===== src/mfps_pkg.sv =====
// shared types and constants for the minimum falling path sum block
package mfps_pkg;

	localparam int VALUE_W = 16;
	localparam int SUM_W   = 32;
	localparam int SIZE_W  = 7;
	localparam int DATA_W  = 32;
	localparam int ADDR_W  = 3;

	// register map (byte addresses)
	localparam logic [ADDR_W-1:0] REG_SIZE = 3'd0;

	localparam logic signed [SUM_W-1:0] SUM_MAX = 32'sh7FFF_FFFF;

	// where an item sits in the matrix
	typedef struct packed {
		logic first_row;
		logic last_row;
		logic first_col;
		logic last_col;
	} mfps_pos_t;

	typedef struct packed {
		logic at_origin;
		logic q_full;
	} mfps_front_stat_t;

	typedef struct packed {
		logic s1_valid;
		logic end_done;
	} mfps_back_stat_t;

endpackage


===== src/min_falling_path_sum.sv =====
// top level of the streaming minimum falling path sum block
//
// takes a square signed matrix one item per cycle, row by row and left to right, and
// after the last item of the last row offers one result: the least falling path sum.
// the matrix side is set in the size register (byte address 0; 0 acts as 1, above
// N_MAX acts as N_MAX); writing it restarts the matrix. items are taken back to back,
// one per clock while the queue has room; the front end tags each item with its row
// and column and parks it in a two-entry queue, the back end reads the previous row's
// sums at columns j and j+1 from a dual-read row memory, takes the least of the up to
// three neighbours, adds the item and writes the new sum back in place. the last item
// passes the queue, then the memory read, then the result register loads.
// the row memory needs no clearing pass: each entry is written in one row before the
// next row reads it. a waiting result stalls the back end only on a matrix's last
// item, so new items keep flowing while a result is held
module min_falling_path_sum #(
	parameter int N_MAX = 64
) (
	input  logic                                clk,
	input  logic                                arst_n,
	// configuration
	input  logic                                psel,
	input  logic                                penable,
	input  logic                                pwrite,
	input  logic [mfps_pkg::ADDR_W-1:0]         paddr,
	input  logic [mfps_pkg::DATA_W-1:0]         pwdata,
	output logic [mfps_pkg::DATA_W-1:0]         prdata,
	output logic                                pready,
	// items in
	input  logic                                push,
	output logic                                full,
	input  logic signed [mfps_pkg::VALUE_W-1:0] value,
	// results out
	output logic                                empty,
	input  logic                                pop,
	output logic signed [mfps_pkg::SUM_W-1:0]   min_sum
);
	import mfps_pkg::*;

	// column index width
	localparam int CW = (N_MAX > 1) ? $clog2(N_MAX) : 1;

	logic [SIZE_W-1:0] size_q;
	logic              cfg_wr;

	logic                      q_valid, deq;
	logic signed [VALUE_W-1:0] q_value;
	logic [CW-1:0]             q_col;
	mfps_pos_t                 q_pos;
	mfps_front_stat_t          front_stat;
	mfps_back_stat_t           back_stat;

	// size register; a write to it abandons the matrix in progress
	assign cfg_wr = psel && penable && pwrite && pready && (paddr == REG_SIZE);
	assign pready = 1'b1;
	assign prdata = (paddr == REG_SIZE) ? DATA_W'(size_q) : '0;

	always_ff @(posedge clk or negedge arst_n) begin
		if (!arst_n) begin
			size_q <= SIZE_W'(1);
		end else if (cfg_wr) begin
			size_q <= pwdata[SIZE_W-1:0];
		end
	end

	// front end: position tagging and item queue
	mfps_front #(
		.N_MAX (N_MAX),
		.CW    (CW)
	) u_front (
		.clk     (clk),
		.arst_n  (arst_n),
		.clr     (cfg_wr),
		.size    (size_q),
		.push    (push),
		.value   (value),
		.full    (full),
		.deq     (deq),
		.q_valid (q_valid),
		.q_value (q_value),
		.q_col   (q_col),
		.q_pos   (q_pos),
		.stat    (front_stat)
	);

	// back end: row memory, neighbour minimum, sum and result register
	mfps_back #(
		.N_MAX (N_MAX),
		.CW    (CW)
	) u_back (
		.clk     (clk),
		.arst_n  (arst_n),
		.clr     (cfg_wr),
		.q_valid (q_valid),
		.q_value (q_value),
		.q_col   (q_col),
		.q_pos   (q_pos),
		.deq     (deq),
		.empty   (empty),
		.pop     (pop),
		.min_sum (min_sum),
		.stat    (back_stat)
	);

	// the queue only fills while the back end holds a stalled item
	a_full_needs_busy_back: assert property (@(posedge clk) disable iff (!arst_n)
		front_stat.q_full |-> back_stat.s1_valid)
		else $error("item queue full while back end is empty");

	// a size write restarts the matrix at row 0, column 0
	a_cfg_restarts: assert property (@(posedge clk) disable iff (!arst_n)
		cfg_wr |=> front_stat.at_origin)
		else $error("position not cleared by size write");

	// a result shows up only after a matrix's last item has finished
	a_result_source: assert property (@(posedge clk) disable iff (!arst_n)
		(!empty && $past(empty)) |-> $past(back_stat.end_done))
		else $error("result appeared without a finished matrix");

endmodule


===== src/mfps_ram.sv =====
// generic single-write, dual-read memory with registered read data
module mfps_ram #(
	parameter int WIDTH = 32,
	parameter int DEPTH = 64
) (
	input  logic                                  clk,
	input  logic                                  we,
	input  logic [((DEPTH > 1) ? $clog2(DEPTH) : 1)-1:0] waddr,
	input  logic [WIDTH-1:0]                      wdata,
	input  logic                                  re,
	input  logic [((DEPTH > 1) ? $clog2(DEPTH) : 1)-1:0] raddr0,
	input  logic [((DEPTH > 1) ? $clog2(DEPTH) : 1)-1:0] raddr1,
	output logic [WIDTH-1:0]                      rdata0,
	output logic [WIDTH-1:0]                      rdata1
);

	logic [WIDTH-1:0] mem [DEPTH];

	always_ff @(posedge clk) begin
		if (we) begin
			mem[waddr] <= wdata;
		end
		if (re) begin
			rdata0 <= mem[raddr0];
			rdata1 <= mem[raddr1];
		end
	end

endmodule


===== src/mfps_front.sv =====
// front end: takes items, tags their matrix position, queues them for the back end
module mfps_front #(
	parameter int N_MAX = 64,
	parameter int CW    = 6
) (
	input  logic                              clk,
	input  logic                              arst_n,
	input  logic                              clr,
	input  logic [mfps_pkg::SIZE_W-1:0]       size,
	input  logic                              push,
	input  logic signed [mfps_pkg::VALUE_W-1:0] value,
	output logic                              full,
	input  logic                              deq,
	output logic                              q_valid,
	output logic signed [mfps_pkg::VALUE_W-1:0] q_value,
	output logic [CW-1:0]                     q_col,
	output mfps_pkg::mfps_pos_t               q_pos,
	output mfps_pkg::mfps_front_stat_t        stat
);
	import mfps_pkg::*;

	typedef struct packed {
		logic signed [VALUE_W-1:0] value;
		logic [CW-1:0]             col;
		mfps_pos_t                 pos;
	} entry_t;

	logic [CW-1:0]     row_q, col_q, lim;
	logic [SIZE_W-1:0] size_m1;
	mfps_pos_t         pos;
	logic              accept;

	entry_t     ent_q [2];
	logic       wr_ptr_q, rd_ptr_q;
	logic [1:0] count_q;

	// last index of the matrix, size clamped to 1..N_MAX
	always_comb begin
		size_m1 = size - SIZE_W'(1);
		if (size == '0) begin
			lim = '0;
		end else if (32'(size) > N_MAX) begin
			lim = CW'(N_MAX - 1);
		end else begin
			lim = CW'(size_m1);
		end
	end

	assign full   = (count_q == 2'd2);
	assign accept = push && !full;

	always_comb begin
		pos.first_row = (row_q == '0);
		pos.last_row  = (row_q == lim);
		pos.first_col = (col_q == '0);
		pos.last_col  = (col_q == lim);
	end

	always_ff @(posedge clk or negedge arst_n) begin
		if (!arst_n) begin
			row_q <= '0;
			col_q <= '0;
		end else if (clr) begin
			row_q <= '0;
			col_q <= '0;
		end else if (accept) begin
			if (pos.last_col) begin
				col_q <= '0;
				row_q <= pos.last_row ? '0 : row_q + CW'(1);
			end else begin
				col_q <= col_q + CW'(1);
			end
		end
	end

	// two-entry queue
	always_ff @(posedge clk or negedge arst_n) begin
		if (!arst_n) begin
			wr_ptr_q <= 1'b0;
			rd_ptr_q <= 1'b0;
			count_q  <= 2'd0;
		end else begin
			if (accept) begin
				wr_ptr_q <= !wr_ptr_q;
			end
			if (deq) begin
				rd_ptr_q <= !rd_ptr_q;
			end
			if (accept && !deq) begin
				count_q <= count_q + 2'd1;
			end else if (deq && !accept) begin
				count_q <= count_q - 2'd1;
			end
		end
	end

	always_ff @(posedge clk) begin
		if (accept) begin
			ent_q[wr_ptr_q] <= '{value: value, col: col_q, pos: pos};
		end
	end

	assign q_valid = (count_q != 2'd0);
	assign q_value = ent_q[rd_ptr_q].value;
	assign q_col   = ent_q[rd_ptr_q].col;
	assign q_pos   = ent_q[rd_ptr_q].pos;

	assign stat.at_origin = (row_q == '0) && (col_q == '0);
	assign stat.q_full    = full;

endmodule


===== src/mfps_back.sv =====
// back end: row memory lookup, three-way minimum, add, final-row minimum and result register
module mfps_back #(
	parameter int N_MAX = 64,
	parameter int CW    = 6
) (
	input  logic                                clk,
	input  logic                                arst_n,
	input  logic                                clr,
	input  logic                                q_valid,
	input  logic signed [mfps_pkg::VALUE_W-1:0] q_value,
	input  logic [CW-1:0]                       q_col,
	input  mfps_pkg::mfps_pos_t                 q_pos,
	output logic                                deq,
	output logic                                empty,
	input  logic                                pop,
	output logic signed [mfps_pkg::SUM_W-1:0]   min_sum,
	output mfps_pkg::mfps_back_stat_t           stat
);
	import mfps_pkg::*;

	logic                      s1_valid_q;
	logic signed [VALUE_W-1:0] value_s1;
	logic [CW-1:0]             col_s1;
	mfps_pos_t                 pos_s1;
	logic                      fwd0_s1, fwd1_s1;
	logic signed [SUM_W-1:0]   fwd_data_s1;

	logic signed [SUM_W-1:0] rd0, rd1, above, right, best, sum;
	logic signed [SUM_W-1:0] left_q, run_min_q, min_sum_q;
	logic                    out_valid_q;
	logic                    is_end, adv;
	logic [CW-1:0]           raddr1;

	assign is_end = pos_s1.first_row & 1'b0 | (pos_s1.last_row && pos_s1.last_col);
	assign adv    = s1_valid_q && (!is_end || !out_valid_q || pop);
	assign deq    = q_valid && (!s1_valid_q || adv);

	// right-hand neighbour; at the last column it is never used
	assign raddr1 = q_pos.last_col ? q_col : q_col + CW'(1);

	mfps_ram #(
		.WIDTH (SUM_W),
		.DEPTH (N_MAX)
	) u_row_ram (
		.clk    (clk),
		.we     (adv),
		.waddr  (col_s1),
		.wdata  (sum),
		.re     (deq),
		.raddr0 (q_col),
		.raddr1 (raddr1),
		.rdata0 (rd0),
		.rdata1 (rd1)
	);

	// forwarding covers the write that lands in the same cycle as the read
	always_comb begin
		above = fwd0_s1 ? fwd_data_s1 : rd0;
		right = fwd1_s1 ? fwd_data_s1 : rd1;
		if (pos_s1.first_row) begin
			above = '0;
		end
		best = above;
		if (!pos_s1.first_col && left_q < best) begin
			best = left_q;
		end
		if (!pos_s1.last_col && right < best) begin
			best = right;
		end
		if (pos_s1.first_row) begin
			best = '0;
		end
		sum = SUM_W'(value_s1) + best;
	end

	always_ff @(posedge clk or negedge arst_n) begin
		if (!arst_n) begin
			s1_valid_q <= 1'b0;
		end else if (deq) begin
			s1_valid_q <= 1'b1;
		end else if (adv) begin
			s1_valid_q <= 1'b0;
		end
	end

	always_ff @(posedge clk) begin
		if (deq) begin
			value_s1    <= q_value;
			col_s1      <= q_col;
			pos_s1      <= q_pos;
			fwd0_s1     <= adv && (col_s1 == q_col);
			fwd1_s1     <= adv && (col_s1 == raddr1);
			fwd_data_s1 <= sum;
		end
	end

	always_ff @(posedge clk or negedge arst_n) begin
		if (!arst_n) begin
			left_q    <= '0;
			run_min_q <= SUM_MAX;
		end else if (clr) begin
			left_q    <= '0;
			run_min_q <= SUM_MAX;
		end else if (adv) begin
			left_q <= above;
			if (is_end) begin
				run_min_q <= SUM_MAX;
			end else if (pos_s1.last_row && sum < run_min_q) begin
				run_min_q <= sum;
			end
		end
	end

	always_ff @(posedge clk or negedge arst_n) begin
		if (!arst_n) begin
			out_valid_q <= 1'b0;
		end else if (adv && is_end) begin
			out_valid_q <= 1'b1;
		end else if (pop) begin
			out_valid_q <= 1'b0;
		end
	end

	always_ff @(posedge clk) begin
		if (adv && is_end) begin
			min_sum_q <= (sum < run_min_q) ? sum : run_min_q;
		end
	end

	assign empty   = !out_valid_q;
	assign min_sum = min_sum_q;

	assign stat.s1_valid = s1_valid_q;
	assign stat.end_done = adv && is_end;

endmodule


===== config.mk =====
export PLATFORM = sky130hd
export DESIGN_NAME = min_falling_path_sum
export DESIGN_NICKNAME = d
export VERILOG_FILES = /design/src/mfps_pkg.sv /design/src/min_falling_path_sum.sv /design/src/mfps_ram.sv /design/src/mfps_front.sv /design/src/mfps_back.sv
export SDC_FILE = /design/constraint.sdc
export NUM_CORES = 2
export LEC_CHECK = 0
export BUFFER_PORTS_ARGS = -buffer_cell sky130_fd_sc_hd__clkbuf_2
export CAP_MARGIN = 20
export CORE_MARGIN = 3
export CORE_UTILIZATION = 40
export CTS_BUF_LIST = sky130_fd_sc_hd__clkbuf_8
export CTS_CLUSTER_DIAMETER = 50
export DETAILED_ROUTE_END_ITERATION = 8
export HOLD_SLACK_MARGIN = 0.05
export MAX_ROUTING_LAYER = met4
export PLACE_DENSITY_LB_ADDON = 0.08
export SYNTH_ARGS = -nofsm -noshare
export SYNTH_HDL_FRONTEND = slang
export SYNTH_HIERARCHICAL = 1
export SYNTH_SLANG_ARGS = --single-unit
export TNS_END_PERCENT = 5

===== constraint.sdc =====
create_clock -name clk -period 12.35 [get_ports clk]
set_clock_uncertainty 0.1 [all_clocks]
set_input_delay 2.47 -clock clk [delete_from_list [all_inputs] [get_ports clk]]
set_output_delay 2.47 -clock clk [all_outputs]
set_load 0.02 [all_outputs]

==> out/metrics.cfg <==
[clock_tree]
ctsHoldBuffers = 0
insertion_delay_ns = 1.14
postCtsSetupRepairBufs = 0
post_cts_resized = 0
htree_levels = 5
cts.sinks = 2345
cts_buffers = 413
clk_pin_slew_ns = 0.06
clock_path_buffers = 4
cts-root-buf = clkbuf_8
tritoncts = yes

[timing]
max_freq_ghz = 0.0859
hold_violations = 0
rsz0062_at_grt = false
worstMarginPinSlew_ns = 1.44
slew_viol_final = 0
max_slew_margin = 0.0419
setup_violations = 0
fin_tns_setup_ns = 0
fin_crit_ns = 11.64
period_share = 0.942

[route]
drtPass1Iterations = 5
drc = 0
vias_per_cell = 6.26
antenna_left = 0
drtIter0Drc = 7569
vias = 64700
wirelength_um = 386000
wire_per_inst_um = 37.4

[global_route]
grt_max_degree = 101
overflow = 0
gr-usage-all-layers = 0.276
antenna_found_initial = 33
grt_pass1_vias = 65600
grt_pass1_wl_um = 532000

[placed_design]
dpl.cell_count = 9557
place_congestion = 0.883
io_buffers = 73
dp_hpwl_um = 224000

[die]
core_mm2 = 0.277
die_x_um = 535
die_height_um = 535
dieArea_mm2 = 0.286
start_util = 0.403
io_pins = 125
rows = 193

[worst_setup_path]
crit_path_max_incr_delay_ns = 0.59
startpoint_type = flop
slowest_stage = or4_1
worstSetupEndpointType = flop
reg2reg_slack_ns = 0.71
crit_type = flop to flop
path_max_fanout = 26
critPathRequiredTime_ns = 13.18
critPathArrivalTime_ns = 12.47

[logic_synthesis]
postSynthCellCount = 5971
yosys_warnings = 6
netlist_area_mm2 = 0.112
avgSynthCellArea_um2 = 18.7

[cells_and_area]
final_cells = 10300
area_growth_syn_to_layout_pct = 12.5
final_net_count = 6459
drive_above_1_share = 0.347

[job]
max_cap_violations = 0

[status]
outcome = completed

[min_path]
hold_path.class = flop to flop

critical path: cells and delay by family, from the launching register on:
family | cells | cell delay, ns
mux | 3 | 0.74
flops | 1 | 0.37
fa+ha+maj | 4 | 1.29
buf+inv | 6 | 1.19
compound gates | 21 | 5.18
simple gates | 10 | 2.34
xor+xnor | 1 | 0.22
final cells by class:
| cell class | count | area [um^2] |
|---|---|---|
| Antenna cell | 16 | 40.0 |
| Clock buffer | 426 | 5860 |
| Clock inverter | 330 | 2190 |
| Fill cell | 23800 | 152000 |
| Inverter | 100 | 375 |
| Multi-Input combinational cell | 3112 | 40500 |
| Sequential cell | 2345 | 70000 |
| Tap cell | 3705 | 4640 |
| Timing Repair Buffer | 296 | 2280 |
metal layers:
metal	up-vias	track usage	share of wire
met5	-	-	0
met1	35200	0.373	0.41
met3	643	0.0527	0.083
li1	25900	-	-
met2	2969	0.422	0.47
met4	0	0.0918	0.036
layout by cell type (no fill, tap or decap), drive strengths merged, types with 24 or more instances in the layout:
| cell | instances |
|---|---|
| dfstp | 32 |
| buf | 223 |
| mux2 | 111 |
| clkinv | 177 |
| o22ai | 56 |
| a22oi | 86 |
| nand2 | 249 |
| a21oi | 201 |
| bufinv | 26 |
| xnor2 | 29 |
| inv | 218 |
| a21o | 31 |
| o21ai | 110 |
| ha | 132 |
| nor2b | 30 |
| o211ai | 34 |
| edfxtp | 2256 |
| clkbuf | 499 |
| or2 | 38 |
| conb | 26 |
| nand3 | 24 |
| dfrtp | 57 |
| nor2 | 211 |
| nor3 | 24 |
| mux2i | 273 |
| mux4 | 1124 |
sequential cells by signal, summed over array words and instances (netlist names), 6 cells and up:
name,cells
u_back/run_min_q,32
u_front/row_q,6
u_front/ent_q,52
u_back/col_s1,6
u_back/u_row_ram/rdata1,32
size_q,7
u_back/u_row_ram/rdata0,32
u_back/u_row_ram/mem,2048
u_back/left_q,32
u_front/col_q,6
u_back/fwd_data_s1,32
u_back/value_s1,16
u_back/min_sum,32
per-stage QoR:
stage / area (um^2) / worst slack [ns] / utilization / hold slack (ns)
after detailed placement: 118000 / 0.253 / 0.424 / 0.384
final: 126000 / 0.714 / 0.454 / 0.389
after CTS: 126000 / 0.169 / 0.453 / 0.394
after global routing: 126000 / 0.00297 / 0.454 / 0.410
after floorplan: 112000 / 0.0180 / - / 0.340
after global placement: 118000 / 0.292 / 0.424 / 0.381
worst paths after layout:
kind	to	from	cells after the start
worst min-delay path	u_back/run_min_q[18]	u_back/run_min_q[18]	2
worst max-delay path	u_back/run_min_q[28]	u_back/fwd0_s1	45
min in group asynchronous	u_back/left_q[19]	arst_n	1
max in group asynchronous	u_back/out_valid_q	arst_n	2
worst max register to register	u_back/run_min_q[28]	u_back/fwd0_s1	45
worst min register to register	u_back/run_min_q[18]	u_back/run_min_q[18]	2
Power is not shown: default switching activity piles up to over one toggle a cycle in this logic, so the estimate is an artifact.
